File: src/rtl/line_follow_pd_step_assert.svh
// Assertion macros for the line follower RTL. Each expects clk and rst_n in scope.
`ifndef LINE_FOLLOW_PD_STEP_ASSERT_SVH
`define LINE_FOLLOW_PD_STEP_ASSERT_SVH

// A condition that must hold at every clock edge out of reset.
`define LFPD_ASSERT_ALWAYS(lbl, cond, msg) \
  lbl: assert property (@(posedge clk) disable iff (!rst_n) (cond)) else $error(msg);

// A consequence that must hold in the same cycle as its antecedent.
`define LFPD_ASSERT_IMP(lbl, ante, cons, msg) \
  lbl: assert property (@(posedge clk) disable iff (!rst_n) (ante) |-> (cons)) else $error(msg);

// A consequence that must hold in the cycle after its antecedent.
`define LFPD_ASSERT_NEXT(lbl, ante, cons, msg) \
  lbl: assert property (@(posedge clk) disable iff (!rst_n) (ante) |=> (cons)) else $error(msg);

`endif

File: src/rtl/lfpd_pkg.sv
`timescale 1ns / 1ps
`default_nettype none
package lfpd_pkg;

  typedef logic [2:0] action_t;

  localparam action_t ACT_FOLLOW      = 3'd0;
  localparam action_t ACT_CROSS       = 3'd1;
  localparam action_t ACT_LOST_RIGHT  = 3'd2;
  localparam action_t ACT_LOST_LEFT   = 3'd3;
  localparam action_t ACT_LOST_STRAIT = 3'd4;
  localparam action_t ACT_AVOID       = 3'd5;
  localparam action_t ACT_AVOID_DIAG  = 3'd6;
  localparam action_t ACT_HALTED      = 3'd7;

  typedef logic [2:0] cfg_index_t;

  localparam cfg_index_t CFG_PROP_GAIN   = 3'd0;
  localparam cfg_index_t CFG_DERIV_GAIN  = 3'd1;
  localparam cfg_index_t CFG_CRUISE_DUTY = 3'd2;
  localparam cfg_index_t CFG_CURVE_SLOW  = 3'd3;
  localparam cfg_index_t CFG_STALL_FLOOR = 3'd4;
  localparam cfg_index_t CFG_SPEED_SCALE = 3'd5;
  localparam cfg_index_t CFG_WHITE_LEVEL = 3'd6;
  localparam cfg_index_t CFG_OBST_RANGE  = 3'd7;

  typedef logic [1:0] side_t;

  localparam side_t SIDE_CENTER = 2'd0;
  localparam side_t SIDE_RIGHT  = 2'd1;
  localparam side_t SIDE_LEFT   = 2'd2;

  localparam logic [11:0] FLOOR_SIDE   = 12'd1024;
  localparam logic [11:0] FLOOR_MID    = 12'd2458;
  localparam logic [14:0] LINE_MIN_SUM = 15'd410;
  localparam logic [13:0] NOISE_RANGE  = 14'd32;
  localparam logic [13:0] EMERG_RANGE  = 14'd192;
  localparam logic [13:0] DIAG_RANGE   = 14'd320;
  localparam logic signed [16:0] STEER_LIM = 17'sd65535;
  localparam logic [12:0] Q_ONE        = 13'd4096;

  localparam logic [13:0] RST_PROP_GAIN   = 14'd1434;
  localparam logic [13:0] RST_DERIV_GAIN  = 14'd9421;
  localparam logic [12:0] RST_CRUISE_DUTY = 13'd2908;
  localparam logic [12:0] RST_CURVE_SLOW  = 13'd492;
  localparam logic [12:0] RST_STALL_FLOOR = 13'd2087;
  localparam logic [12:0] RST_SPEED_SCALE = 13'd3215;
  localparam logic [11:0] RST_WHITE_LEVEL = 12'd3277;
  localparam logic [13:0] RST_OBST_RANGE  = 14'd424;

  localparam int DIV_NW = 26;
  localparam int DIV_DW = 15;

endpackage
`default_nettype wire

File: src/rtl/lfpd_div.sv
`timescale 1ns / 1ps
`default_nettype none
module lfpd_div #(
  parameter int NW = 26,
  parameter int DW = 15
) (
  input  wire logic          clk,
  input  wire logic          load,
  input  wire logic          step,
  input  wire logic [NW-1:0] dividend,
  input  wire logic [DW-1:0] divisor,
  output logic      [NW-1:0] quotient
);

  logic [DW-1:0] rem_r, rem_nxt;
  logic [NW-1:0] quo_r, quo_nxt;
  logic [DW:0]   trial;
  logic [DW:0]   diff;
  logic          ge;

  always_comb begin
    trial   = {rem_r, quo_r[NW-1]};
    ge      = trial >= {1'b0, divisor};
    diff    = trial - {1'b0, divisor};
    rem_nxt = rem_r;
    quo_nxt = quo_r;
    if (load) begin
      rem_nxt = '0;
      quo_nxt = dividend;
    end else if (step) begin
      rem_nxt = ge ? diff[DW-1:0] : trial[DW-1:0];
      quo_nxt = {quo_r[NW-2:0], ge};
    end
  end

  always_ff @(posedge clk) begin
    rem_r <= rem_nxt;
    quo_r <= quo_nxt;
  end

  assign quotient = quo_r;

endmodule
`default_nettype wire

File: src/rtl/lfpd_mul.sv
`timescale 1ns / 1ps
`default_nettype none
module lfpd_mul #(
  parameter int MW = 14,
  parameter int AW = 32
) (
  input  wire logic                 clk,
  input  wire logic                 load,
  input  wire logic signed [AW-1:0] mcand,
  input  wire logic        [MW-1:0] mplier,
  output logic signed      [AW-1:0] product
);

  logic signed [AW-1:0] acc_r, acc_nxt;
  logic signed [AW-1:0] mc_r, mc_nxt;
  logic        [MW-1:0] mp_r, mp_nxt;

  always_comb begin
    if (load) begin
      acc_nxt = '0;
      mc_nxt  = mcand;
      mp_nxt  = mplier;
    end else begin
      acc_nxt = mp_r[0] ? acc_r + mc_r : acc_r;
      mc_nxt  = mc_r <<< 1;
      mp_nxt  = mp_r >> 1;
    end
  end

  always_ff @(posedge clk) begin
    acc_r <= acc_nxt;
    mc_r  <= mc_nxt;
    mp_r  <= mp_nxt;
  end

  assign product = acc_r;

endmodule
`default_nettype wire

File: src/rtl/line_follow_pd_step.sv
`timescale 1ns / 1ps
`default_nettype none
// Line follower control step, one transaction per control tick.
// The input channel carries the five reflectance samples and the sonar range in
// in_tdata and the echo flag in in_tuser. Each accepted tick gives exactly one
// result transaction on the output channel. The cfg channel writes the eight
// tuning registers and is always ready; write it only while the block is idle.
// A following tick runs the bit-serial divide of the weighted position, the
// serial multiplies of the gains in one multiplier per gain, the serial speed
// scaling and the control states between them. Cross, lost, avoid and halted
// ticks skip the divide and the gain multiply. One tick is worked on at a
// time, so the next tick is not accepted until the result has been written.
// A finished result sits in the output register until it is taken, and the
// next tick may be accepted meanwhile; the sequencer waits before writing the
// output register again while the receiver stalls.
// Synchronous reset restores the register defaults, clears the steering and
// goal state, reloads the start grace count and drops any pending result.
module line_follow_pd_step #(
  parameter int PING_PERIOD        = 2,
  parameter int BAR_WINDOW_TICKS   = 50,
  parameter int START_IGNORE_TICKS = 200,
  parameter int CONFIRM_COUNT      = 2
) (
  input  wire logic        clk,
  input  wire logic        rst_n,
  input  wire logic        in_tvalid,
  output logic             in_tready,
  // far_left_sample, near_left_sample, center_sample, near_right_sample,
  // far_right_sample, range_reading, zero padding
  input  wire logic [79:0] in_tdata,
  // echo_seen
  input  wire logic [0:0]  in_tuser,
  output logic             out_tvalid,
  input  wire logic        out_tready,
  // left_duty, right_duty, action_code, line_error, steer_amount, zero padding
  output logic [63:0]      out_tdata,
  input  wire logic        cfg_valid,
  output logic             cfg_ready,
  input  wire logic [2:0]  cfg_index,
  input  wire logic [13:0] cfg_data
);

`include "line_follow_pd_step_assert.svh"

  localparam int PW  = $clog2(PING_PERIOD + 1);
  localparam int SW  = $clog2(CONFIRM_COUNT + 1);
  localparam int BWW = $clog2(BAR_WINDOW_TICKS + 1);
  localparam int SIW = $clog2(START_IGNORE_TICKS + 2);
  localparam int DIV_LAST   = lfpd_pkg::DIV_NW - 1;
  localparam int MUL_LAST   = 13;
  localparam int SCALE_LAST = 12;

  typedef enum logic [3:0] {
    ST_IDLE, ST_DECIDE, ST_DIV, ST_ERR, ST_MUL, ST_STEER, ST_DRIVE, ST_SCALE, ST_FIN
  } state_t;

  function automatic logic signed [31:0] rescale(input logic signed [31:0] x);
    logic [31:0] m;
    begin
      if (!x[31]) begin
        rescale = (x + 32'sd2048) >>> 12;
      end else begin
        m = (32'd0 - x) + 32'd2048;
        rescale = 32'sd0 - $signed({12'd0, m[31:12]});
      end
    end
  endfunction

  state_t state_r, state_nxt;
  logic [4:0] cnt_r, cnt_nxt;

  logic [13:0] prop_gain_r, deriv_gain_r, obst_range_r;
  logic [12:0] cruise_r, curve_r, stall_r, scale_r;
  logic [11:0] white_r;

  logic [11:0] s_r [5];
  logic [13:0] rng_r;
  logic        echo_r;

  logic signed [14:0] prev_err_r, prev_err_nxt;
  lfpd_pkg::side_t    side_r, side_nxt;
  logic               prev_aw_r, prev_aw_nxt;
  logic [BWW-1:0]     bw_r, bw_nxt;
  logic [SIW-1:0]     si_r, si_nxt;
  logic [PW-1:0]      ping_r, ping_nxt;
  logic [SW-1:0]      streak_r, streak_nxt;
  logic               halted_r, halted_nxt;

  logic                neg_r, neg_nxt;
  logic signed [19:0]  l_r, l_nxt, r_r, r_nxt;
  logic [12:0]         cl_r, cl_nxt, cr_r, cr_nxt;
  lfpd_pkg::action_t   act_r, act_nxt;
  logic signed [14:0]  err_r, err_nxt;
  logic signed [16:0]  corr_r, corr_nxt;

  logic                out_valid_r, out_valid_nxt;
  logic [12:0]         out_left_r, out_left_nxt, out_right_r, out_right_nxt;
  lfpd_pkg::action_t   out_act_r, out_act_nxt;
  logic signed [14:0]  out_err_r, out_err_nxt;
  logic signed [16:0]  out_corr_r, out_corr_nxt;

  logic        w [5];
  logic [11:0] a [5];
  logic [14:0] sum;
  logic signed [15:0] num;
  logic [13:0] num_abs;
  logic        full_white, edge_seen, close_seen, fire_now, fire, check;
  logic [PW-1:0] ping_inc;
  logic [SW-1:0] streak_inc;
  logic [SIW-1:0] si_dec;
  logic [BWW-1:0] bw_dec;

  logic        div_load, div_step, mul_load, scale_load;
  logic [lfpd_pkg::DIV_NW-1:0] div_quo;
  logic signed [14:0] err_c;
  logic signed [15:0] diff_c;
  logic [13:0] mag_c;
  logic signed [31:0] pd_prod;
  logic signed [27:0] cs_prod;
  logic signed [26:0] sl_prod, sr_prod;
  logic signed [31:0] corr_wide, cs_resc;
  logic signed [16:0] corr_c;
  logic signed [19:0] base_c, faster, boost, lb, rb;
  logic [26:0] sl_rnd, sr_rnd;

  assign in_tready = (state_r == ST_IDLE);
  assign cfg_ready = 1'b1;
  assign out_tvalid = out_valid_r;
  assign out_tdata = {3'd0, out_corr_r, out_err_r, out_act_r, out_right_r, out_left_r};

  always_ff @(posedge clk) begin
    if (!rst_n) begin
      prop_gain_r  <= lfpd_pkg::RST_PROP_GAIN;
      deriv_gain_r <= lfpd_pkg::RST_DERIV_GAIN;
      cruise_r     <= lfpd_pkg::RST_CRUISE_DUTY;
      curve_r      <= lfpd_pkg::RST_CURVE_SLOW;
      stall_r      <= lfpd_pkg::RST_STALL_FLOOR;
      scale_r      <= lfpd_pkg::RST_SPEED_SCALE;
      white_r      <= lfpd_pkg::RST_WHITE_LEVEL;
      obst_range_r <= lfpd_pkg::RST_OBST_RANGE;
    end else if (cfg_valid) begin
      case (cfg_index)
        lfpd_pkg::CFG_PROP_GAIN:   prop_gain_r  <= cfg_data;
        lfpd_pkg::CFG_DERIV_GAIN:  deriv_gain_r <= cfg_data;
        lfpd_pkg::CFG_CRUISE_DUTY: cruise_r     <= cfg_data[12:0];
        lfpd_pkg::CFG_CURVE_SLOW:  curve_r      <= cfg_data[12:0];
        lfpd_pkg::CFG_STALL_FLOOR: stall_r      <= cfg_data[12:0];
        lfpd_pkg::CFG_SPEED_SCALE: scale_r      <= cfg_data[12:0];
        lfpd_pkg::CFG_WHITE_LEVEL: white_r      <= cfg_data[11:0];
        lfpd_pkg::CFG_OBST_RANGE:  obst_range_r <= cfg_data;
        default: ;
      endcase
    end
  end

  always_ff @(posedge clk) begin
    if (in_tvalid && in_tready) begin
      for (int i = 0; i < 5; i++) begin
        s_r[i] <= in_tdata[12*i +: 12];
      end
      rng_r  <= in_tdata[73:60];
      echo_r <= in_tuser[0];
    end
  end

  always_comb begin
    for (int i = 0; i < 5; i++) begin
      w[i] = s_r[i] > white_r;
    end
    for (int i = 0; i < 5; i++) begin
      if (i == 2) begin
        a[i] = (s_r[i] > lfpd_pkg::FLOOR_MID) ? s_r[i] - lfpd_pkg::FLOOR_MID : 12'd0;
      end else begin
        a[i] = (s_r[i] > lfpd_pkg::FLOOR_SIDE) ? s_r[i] - lfpd_pkg::FLOOR_SIDE : 12'd0;
      end
    end
    sum = {3'd0, a[0]} + {3'd0, a[1]} + {3'd0, a[2]} + {3'd0, a[3]} + {3'd0, a[4]};
    num = $signed({4'd0, a[3]}) + $signed({4'd0, a[4]}) + $signed({4'd0, a[4]})
        - $signed({4'd0, a[1]}) - $signed({4'd0, a[0]}) - $signed({4'd0, a[0]});
    num_abs = num[15] ? 14'(16'd0 - num) : num[13:0];
    full_white = w[0] && w[1] && w[2] && w[3] && w[4];
    edge_seen = full_white && !prev_aw_r;
    ping_inc = ping_r + PW'(1);
    check = ping_inc >= PW'(PING_PERIOD);
    close_seen = echo_r && (rng_r > lfpd_pkg::NOISE_RANGE) && (rng_r < obst_range_r);
    fire_now = rng_r < lfpd_pkg::EMERG_RANGE;
    streak_inc = streak_r + SW'(1);
    fire = close_seen && (fire_now || (streak_inc >= SW'(CONFIRM_COUNT)));
    si_dec = (si_r != '0) ? si_r - SIW'(1) : si_r;
    bw_dec = (bw_r != '0) ? bw_r - BWW'(1) : bw_r;
  end

  always_comb begin
    err_c  = neg_r ? 15'(15'sd0 - $signed({1'b0, div_quo[13:0]}))
                   : $signed({1'b0, div_quo[13:0]});
    diff_c = 16'(err_c) - 16'(prev_err_r);
    mag_c  = err_c[14] ? 14'(15'sd0 - err_c) : err_c[13:0];
    corr_wide = rescale(pd_prod);
    if (corr_wide > 32'(lfpd_pkg::STEER_LIM)) begin
      corr_c = lfpd_pkg::STEER_LIM;
    end else if (corr_wide < 32'(-lfpd_pkg::STEER_LIM)) begin
      corr_c = -lfpd_pkg::STEER_LIM;
    end else begin
      corr_c = corr_wide[16:0];
    end
    cs_resc = rescale(32'(cs_prod));
    base_c  = $signed({7'd0, cruise_r}) - cs_resc[19:0];
    faster  = (l_r > r_r) ? l_r : r_r;
    boost   = ((faster > 20'sd0) && (faster < $signed({7'd0, stall_r})))
            ? $signed({7'd0, stall_r}) - faster : 20'sd0;
    lb = l_r + boost;
    rb = r_r + boost;
    sl_rnd = sl_prod + 27'd2048;
    sr_rnd = sr_prod + 27'd2048;
  end

  assign div_load   = (state_r == ST_DECIDE);
  assign div_step   = (state_r == ST_DIV);
  assign mul_load   = (state_r == ST_ERR);
  assign scale_load = (state_r == ST_DRIVE);

  lfpd_div #(.NW(lfpd_pkg::DIV_NW), .DW(lfpd_pkg::DIV_DW)) u_div (
    .clk      (clk),
    .load     (div_load),
    .step     (div_step),
    .dividend ({num_abs, 12'd0}),
    .divisor  (sum),
    .quotient (div_quo)
  );

  logic signed [31:0] kp_prod, kd_prod;

  lfpd_mul #(.MW(14), .AW(32)) u_mul_kp (
    .clk (clk), .load (mul_load), .mcand (32'(err_c)), .mplier (prop_gain_r),
    .product (kp_prod)
  );

  lfpd_mul #(.MW(14), .AW(32)) u_mul_kd (
    .clk (clk), .load (mul_load), .mcand (32'(diff_c)), .mplier (deriv_gain_r),
    .product (kd_prod)
  );

  lfpd_mul #(.MW(14), .AW(28)) u_mul_cs (
    .clk (clk), .load (mul_load), .mcand ($signed({14'd0, mag_c})),
    .mplier ({1'b0, curve_r}), .product (cs_prod)
  );

  assign pd_prod = kp_prod + kd_prod;

  lfpd_mul #(.MW(13), .AW(27)) u_scale_l (
    .clk (clk), .load (scale_load), .mcand ($signed({14'd0, cl_nxt})),
    .mplier (scale_r), .product (sl_prod)
  );

  lfpd_mul #(.MW(13), .AW(27)) u_scale_r (
    .clk (clk), .load (scale_load), .mcand ($signed({14'd0, cr_nxt})),
    .mplier (scale_r), .product (sr_prod)
  );

  always_comb begin
    state_nxt     = state_r;
    cnt_nxt       = cnt_r;
    prev_err_nxt  = prev_err_r;
    side_nxt      = side_r;
    prev_aw_nxt   = prev_aw_r;
    bw_nxt        = bw_r;
    si_nxt        = si_r;
    ping_nxt      = ping_r;
    streak_nxt    = streak_r;
    halted_nxt    = halted_r;
    neg_nxt       = neg_r;
    l_nxt         = l_r;
    r_nxt         = r_r;
    cl_nxt        = cl_r;
    cr_nxt        = cr_r;
    act_nxt       = act_r;
    err_nxt       = err_r;
    corr_nxt      = corr_r;
    out_valid_nxt = out_valid_r && !out_tready;
    out_left_nxt  = out_left_r;
    out_right_nxt = out_right_r;
    out_act_nxt   = out_act_r;
    out_err_nxt   = out_err_r;
    out_corr_nxt  = out_corr_r;

    case (state_r)
      ST_IDLE: begin
        if (in_tvalid) begin
          state_nxt = ST_DECIDE;
        end
      end
      ST_DECIDE: begin
        err_nxt   = '0;
        corr_nxt  = '0;
        l_nxt     = '0;
        r_nxt     = '0;
        state_nxt = ST_DRIVE;
        if (halted_r) begin
          act_nxt = lfpd_pkg::ACT_HALTED;
        end else if (check && fire) begin
          ping_nxt     = '0;
          streak_nxt   = '0;
          prev_err_nxt = '0;
          side_nxt     = lfpd_pkg::SIDE_CENTER;
          act_nxt = (rng_r < lfpd_pkg::DIAG_RANGE) ? lfpd_pkg::ACT_AVOID_DIAG
                                                   : lfpd_pkg::ACT_AVOID;
        end else begin
          if (check) begin
            ping_nxt = '0;
            if (close_seen) begin
              streak_nxt = streak_inc;
            end else if (streak_r != '0) begin
              streak_nxt = streak_r - SW'(1);
            end
          end else begin
            ping_nxt = ping_inc;
          end
          si_nxt      = si_dec;
          prev_aw_nxt = full_white;
          bw_nxt      = bw_dec;
          if (edge_seen && (si_dec == '0) && (bw_dec != '0)) begin
            halted_nxt = 1'b1;
            act_nxt    = lfpd_pkg::ACT_HALTED;
          end else begin
            if (edge_seen && (si_dec == '0)) begin
              bw_nxt = BWW'(BAR_WINDOW_TICKS);
            end
            if (w[0] && w[4]) begin
              l_nxt        = $signed({7'd0, cruise_r});
              r_nxt        = $signed({7'd0, cruise_r});
              prev_err_nxt = '0;
              side_nxt     = lfpd_pkg::SIDE_CENTER;
              act_nxt      = lfpd_pkg::ACT_CROSS;
            end else if (sum > lfpd_pkg::LINE_MIN_SUM) begin
              neg_nxt = num[15];
              if (w[0] && !w[4]) begin
                side_nxt = lfpd_pkg::SIDE_LEFT;
              end else if (w[4] && !w[0]) begin
                side_nxt = lfpd_pkg::SIDE_RIGHT;
              end else if (w[1] || w[2] || w[3]) begin
                side_nxt = lfpd_pkg::SIDE_CENTER;
              end
              act_nxt   = lfpd_pkg::ACT_FOLLOW;
              cnt_nxt   = '0;
              state_nxt = ST_DIV;
            end else begin
              prev_err_nxt = '0;
              if (side_r == lfpd_pkg::SIDE_RIGHT) begin
                l_nxt   = $signed({7'd0, cruise_r});
                act_nxt = lfpd_pkg::ACT_LOST_RIGHT;
              end else if (side_r == lfpd_pkg::SIDE_LEFT) begin
                r_nxt   = $signed({7'd0, cruise_r});
                act_nxt = lfpd_pkg::ACT_LOST_LEFT;
              end else begin
                l_nxt   = $signed({7'd0, cruise_r});
                r_nxt   = $signed({7'd0, cruise_r});
                act_nxt = lfpd_pkg::ACT_LOST_STRAIT;
              end
            end
          end
        end
      end
      ST_DIV: begin
        cnt_nxt = cnt_r + 5'd1;
        if (cnt_r == 5'(DIV_LAST)) begin
          state_nxt = ST_ERR;
        end
      end
      ST_ERR: begin
        err_nxt      = err_c;
        prev_err_nxt = err_c;
        cnt_nxt      = '0;
        state_nxt    = ST_MUL;
      end
      ST_MUL: begin
        cnt_nxt = cnt_r + 5'd1;
        if (cnt_r == 5'(MUL_LAST)) begin
          state_nxt = ST_STEER;
        end
      end
      ST_STEER: begin
        corr_nxt  = corr_c;
        l_nxt     = base_c + 20'(corr_c);
        r_nxt     = base_c - 20'(corr_c);
        state_nxt = ST_DRIVE;
      end
      ST_DRIVE: begin
        cl_nxt = lb[19] ? 13'd0 : ((lb > 20'sd4096) ? lfpd_pkg::Q_ONE : lb[12:0]);
        cr_nxt = rb[19] ? 13'd0 : ((rb > 20'sd4096) ? lfpd_pkg::Q_ONE : rb[12:0]);
        cnt_nxt   = '0;
        state_nxt = ST_SCALE;
      end
      ST_SCALE: begin
        cnt_nxt = cnt_r + 5'd1;
        if (cnt_r == 5'(SCALE_LAST)) begin
          state_nxt = ST_FIN;
        end
      end
      ST_FIN: begin
        if (!out_valid_r || out_tready) begin
          out_valid_nxt = 1'b1;
          out_left_nxt  = (sl_rnd[26:12] > 15'd4096) ? lfpd_pkg::Q_ONE : sl_rnd[24:12];
          out_right_nxt = (sr_rnd[26:12] > 15'd4096) ? lfpd_pkg::Q_ONE : sr_rnd[24:12];
          out_act_nxt   = act_r;
          out_err_nxt   = err_r;
          out_corr_nxt  = corr_r;
          state_nxt     = ST_IDLE;
        end
      end
      default: state_nxt = ST_IDLE;
    endcase
  end

  always_ff @(posedge clk) begin
    if (!rst_n) begin
      state_r     <= ST_IDLE;
      cnt_r       <= '0;
      prev_err_r  <= '0;
      side_r      <= lfpd_pkg::SIDE_CENTER;
      prev_aw_r   <= 1'b0;
      bw_r        <= '0;
      si_r        <= SIW'(START_IGNORE_TICKS);
      ping_r      <= '0;
      streak_r    <= '0;
      halted_r    <= 1'b0;
      out_valid_r <= 1'b0;
    end else begin
      state_r     <= state_nxt;
      cnt_r       <= cnt_nxt;
      prev_err_r  <= prev_err_nxt;
      side_r      <= side_nxt;
      prev_aw_r   <= prev_aw_nxt;
      bw_r        <= bw_nxt;
      si_r        <= si_nxt;
      ping_r      <= ping_nxt;
      streak_r    <= streak_nxt;
      halted_r    <= halted_nxt;
      out_valid_r <= out_valid_nxt;
    end
    neg_r       <= neg_nxt;
    l_r         <= l_nxt;
    r_r         <= r_nxt;
    cl_r        <= cl_nxt;
    cr_r        <= cr_nxt;
    act_r       <= act_nxt;
    err_r       <= err_nxt;
    corr_r      <= corr_nxt;
    out_left_r  <= out_left_nxt;
    out_right_r <= out_right_nxt;
    out_act_r   <= out_act_nxt;
    out_err_r   <= out_err_nxt;
    out_corr_r  <= out_corr_nxt;
  end

  `LFPD_ASSERT_NEXT(a_halt_sticky, halted_r, halted_r, "halt state was released")
  `LFPD_ASSERT_ALWAYS(a_streak_bound, streak_r < SW'(CONFIRM_COUNT), "streak reached confirm")
  `LFPD_ASSERT_IMP(a_avoid_zero, out_valid_r && (out_act_r == lfpd_pkg::ACT_AVOID || out_act_r == lfpd_pkg::ACT_AVOID_DIAG), out_left_r == '0 && out_right_r == '0 && out_corr_r == '0, "avoid result not zero")

endmodule
`default_nettype wire
File: config.mk
export PLATFORM = sky130hd
export DESIGN_NAME = line_follow_pd_step
export DESIGN_NICKNAME = d
export VERILOG_FILES = /design/src/rtl/lfpd_pkg.sv /design/src/rtl/lfpd_div.sv /design/src/rtl/lfpd_mul.sv /design/src/rtl/line_follow_pd_step.sv
export VERILOG_INCLUDE_DIRS = /design/src /design/src/rtl
export SDC_FILE = /design/constraint.sdc
export NUM_CORES = 2
export LEC_CHECK = 0
export BUFFER_PORTS_ARGS = -buffer_cell sky130_fd_sc_hd__buf_2
export CAP_MARGIN = 10
export CORE_MARGIN = 4
export CORE_UTILIZATION = 40
export DETAILED_ROUTE_END_ITERATION = 8
export GPL_ROUTABILITY_DRIVEN = 0
export PLACE_DENSITY = 0.57
export SETUP_SLACK_MARGIN = 0.5
export SLEW_MARGIN = 20
export SYNTH_ARGS = -nofsm -noshare
export SYNTH_HDL_FRONTEND = slang
export SYNTH_SLANG_ARGS = --single-unit
export TNS_END_PERCENT = 5
File: constraint.sdc
create_clock -name clk -period 11 [get_ports clk]
set_input_delay 0.55 -clock clk [delete_from_list [all_inputs] [get_ports clk]]
set_output_delay 0.55 -clock clk [all_outputs]
set_load 0.02 [all_outputs]
==> results.sh <==
export IMPL_drc=0
export IMPL_cp_endpoint="l_r[18]$_SDFFCE_PN0P_"
export IMPL_routedWlPerCell_um=16.74
export IMPL_ff2ff_setup_slack_ps=1180
export IMPL_drtIter0Drc=2728
export IMPL_outcome="finished clean"
export IMPL_drv_cap=0
export IMPL_die_area_um2=130100
export IMPL_worstReg2RegEnd="l_r[18]$_SDFFCE_PN0P_"
export IMPL_route_met3_wl_um=5260
export IMPL_crit_arrival_ps=10230
export IMPL_dr_pass1_iters=7
export IMPL_post_route_min_period_ps=9815
export IMPL_synth_edf_count=226
export IMPL_reg2reg_depth=44
export IMPL_syn_cell_area_um2=49760
export IMPL_synth_seq_cells=751
export IMPL_required_ps=11420
export IMPL_cpPeakStageDelay_ps=650
export IMPL_row_count=129
export IMPL_syn_inst=5862
export IMPL_synth_area_leaders="dfxtp_1, edfxtp_1, ha_1"
export IMPL_crit_start="u_mul_kp.product[0]$_SDFFE_PP0P_"
export IMPL_numClockSinks=751
export IMPL_avgSynthCellArea_um2=8.489
export IMPL_cts_root_buf="clkbuf_16"
export IMPL_drt_met1_wl_um=61280
export IMPL_portBuffers=159
export IMPL_synth_top_area_cell="dfxtp_1"
export IMPL_core_um2=123600
export IMPL_ctsHtreeMaxLevel=3
export IMPL_grt_antenna_before_repair=1
export IMPL_routed_top_layer="met5"
export IMPL_cts_buffer_depth=3
export IMPL_cts_buffers_inserted=87
export IMPL_wirelength_um=128800
export IMPL_finalSetupViolCount=0
export IMPL_hold_viol=0
export IMPL_io_pins=170
export IMPL_antenna_cells=0
export IMPL_syn_to_final_growth_pct=12.35
export IMPL_async_flop_share=0
export IMPL_dieWidth_um=360.7
export IMPL_skew_ps=36.08
export IMPL_clkTransAtPathRegs_ps=60
export IMPL_fin_crit_sh=0.8923
export IMPL_yosysWarningCount=0
export IMPL_initial_core_util=0.4025
export IMPL_tightest_slew_ps=1100
export IMPL_worstSetupPathType="flip-flop to flip-flop"
export IMPL_dr_wl_met2_um=59690
export IMPL_maxSlewViolCount=0
export IMPL_synth_distinct_cells=100
export IMPL_synth_top_area_share=0.2112
export IMPL_crit_top_cell="o21ai_0"
export IMPL_clk_insertion_delay_late_ps=700
export IMPL_drive_gt1_frac=0.07507
export IMPL_slew_headroom=0.2665
export IMPL_grt_pass1_wl_um=207400
export IMPL_tns_ps=0
export IMPL_grt_start_max_net_pins=86
export IMPL_endpoint_kind="flip-flop"
export IMPL_die_h_um=360.7
export IMPL_cts_tree="done"
export IMPL_drtAntennaViolNets=0
export IMPL_cp_start_kind="flip-flop"
export IMPL_place_hpwl_um=95380
export IMPL_fmax_mhz=101.9
export IMPL_crit_fanout=6
export IMPL_grt_pass1_vias=38920
export IMPL_yosysSeqAreaShare=0.3476
export IMPL_grt_util_all_layers=0.1924
export IMPL_rsz0062_at_grt="no"
export IMPL_route_vias_total=41140
export IMPL_fin_nets=6610
export IMPL_cp_slowest_cell="or4b_2"
export IMPL_synth_ff_type="dfxtp_1"
export IMPL_grt_ovfl_total=0
export IMPL_timing_rr_start="u_mul_kp.product[0]$_SDFFE_PP0P_"
export IMPL_vias_per_cell=5.344
export IMPL_min_path_type="input port to flip-flop"
export IMPL_whs_ps=56.18
## cell usage after synthesis, types with 31 or more instances
master,number
nor4_1,42
o21bai_1,51
nor3_1,140
a21o_1,178
a211oi_1,57
o21ai_0,275
clkbuf_1,187
a31oi_1,44
nor2b_1,58
nand3_1,168
xor2_1,132
and2_1,97
edfxtp_1,226
or3_1,46
mux2i_1,116
a21oi_1,415
o211ai_1,35
nand2_1,821
xnor2_1,241
and3_1,61
nand2b_1,66
inv_1,337
nor2_1,500
dfxtp_1,525
fa_1,61
nand4_1,57
o31ai_1,31
ha_1,458
## cell type report
| type | instances | area (µm²) |
|---|---|---|
| fill | 12180 | 67730 |
| multi-input combinational | 4551 | 30540 |
| sequential | 751 | 17300 |
| clock buffer | 124 | 2581 |
| tap | 1637 | 2048 |
| timing repair buffer | 259 | 1697 |
| inverter | 338 | 1270 |
| clock inverter | 38 | 467.9 |
## registers in the layout, summed over array words and instances, names as in the netlist, 15 cells and up
name	count
corr_r	17
u_div.rem_r	15
u_mul_kp.mc_r	31
u_scale_r.product	27
u_mul_kp.product	32
u_div.quotient	26
s_r	60
u_scale_l.product	27
u_mul_cs.product	28
l_r	20
out_err_r	15
u_mul_kd.product	32
out_corr_r	17
prev_err_r	15
u_scale_l.mc_r	27
u_mul_cs.mc_r	28
u_mul_kd.mc_r	32
err_r	15
r_r	20
u_scale_r.mc_r	27
## placed cells by master, fill, tap and decap left out, types with 31 or more instances in the layout
| master | count |
|---|---|
| a21o_1 | 178 |
| nor2_1 | 494 |
| and2_1 | 96 |
| dlygate4sd3_1 | 55 |
| nor4_1 | 41 |
| fa_1 | 61 |
| nand4_1 | 57 |
| a21oi_1 | 415 |
| dfxtp_1 | 522 |
| buf_2 | 159 |
| edfxtp_1 | 226 |
| o211ai_1 | 35 |
| nand3_1 | 167 |
| xnor2_1 | 239 |
| nor2b_1 | 57 |
| and3_1 | 61 |
| buf_4 | 44 |
| nand2b_1 | 66 |
| or3_1 | 46 |
| inv_1 | 337 |
| clkbuf_16 | 90 |
| o31ai_1 | 31 |
| nand2_1 | 819 |
| nor3_1 | 135 |
| a31oi_1 | 44 |
| mux2i_1 | 116 |
| ha_1 | 458 |
| o21ai_0 | 274 |
| o21bai_1 | 51 |
| xor2_1 | 130 |
| a211oi_1 | 56 |
## metal layers
layer	vias to the layer above	GRT usage
li1	20940	-
met1	19310	0.2648
met2	726	0.3215
met5	-	0
met4	2	0.04278
met3	160	0.02643
## per-stage QoR
| step | setup slack [ps] | std cells | cell area [µm²] | util |
|---|---|---|---|---|
| floorplan | 2001 | 5870 | 49790 | - |
| global placement | 805.4 | 7478 | 52110 | 0.4215 |
| detailed placement | 782.4 | 7478 | 52110 | 0.4215 |
| CTS | 720.8 | 7695 | 55710 | 0.4506 |
| global route | 516.6 | 7698 | 55900 | 0.4522 |
| finish | 1185 | 7698 | 55900 | 0.4522 |
## worst min-delay path by stage
stage,from,endpoint,slack [ps],cells past startpoint
floorplan,u_mul_cs.mp_r[1]$_DFF_P_,u_mul_cs.mp_r[0]$_DFF_P_,400,2
global placement,u_mul_kp.mp_r[8]$_DFF_P_,u_mul_kp.mp_r[7]$_DFF_P_,400,2
detailed placement,err_r[6]$_DFFE_PP_,out_err_r[6]$_DFFE_PP_,400,0
CTS,in_tdata[31],s_r[0][31]$_DFFE_PP_,2,1
global route,in_tdata[30],s_r[0][30]$_DFFE_PP_,20,1
finish,in_tdata[30],s_r[0][30]$_DFFE_PP_,60,1
## worst max-delay path: cells and delay by family, from the launching register on
| family | cells | cell delay, ps |
|---|---|---|
| AND/OR/NAND/NOR | 12 | 2960 |
| buffers and inverters | 3 | 310 |
| AO/OA/AOI/OAI | 22 | 4250 |
| adder cells (fa/ha/maj) | 5 | 1390 |
| flip-flops | 1 | 330 |
| XOR/XNOR | 2 | 300 |
## cells by family (layout without fill, tap and decap cells)
| family | after synthesis | after routing | synth area share |
|---|---|---|---|
| and+or+nand+nor | 2172 | 2172 | 0.2030 |
| xor gates and xnor gates | 376 | 376 | 0.06688 |
| other | 2 | 10 | 0.0001509 |
| muxes | 123 | 123 | 0.02497 |
| adders and majority gates | 535 | 535 | 0.1430 |
| buffers and inverters | 568 | 759 | 0.04383 |
| DFF | 751 | 751 | 0.3476 |
| AOI/OAI and AO/OA | 1335 | 1335 | 0.1706 |
## repair_timing
item,CTS,global route
gates resized for setup,0,26
endpoints found under the hold margin,55,0
endpoints found under the setup margin,0,11
buffers inserted,0,3
hold buffers,55,0
Power is not shown: default switching activity piles up to over one toggle a cycle in this logic, so the estimate is an artifact.
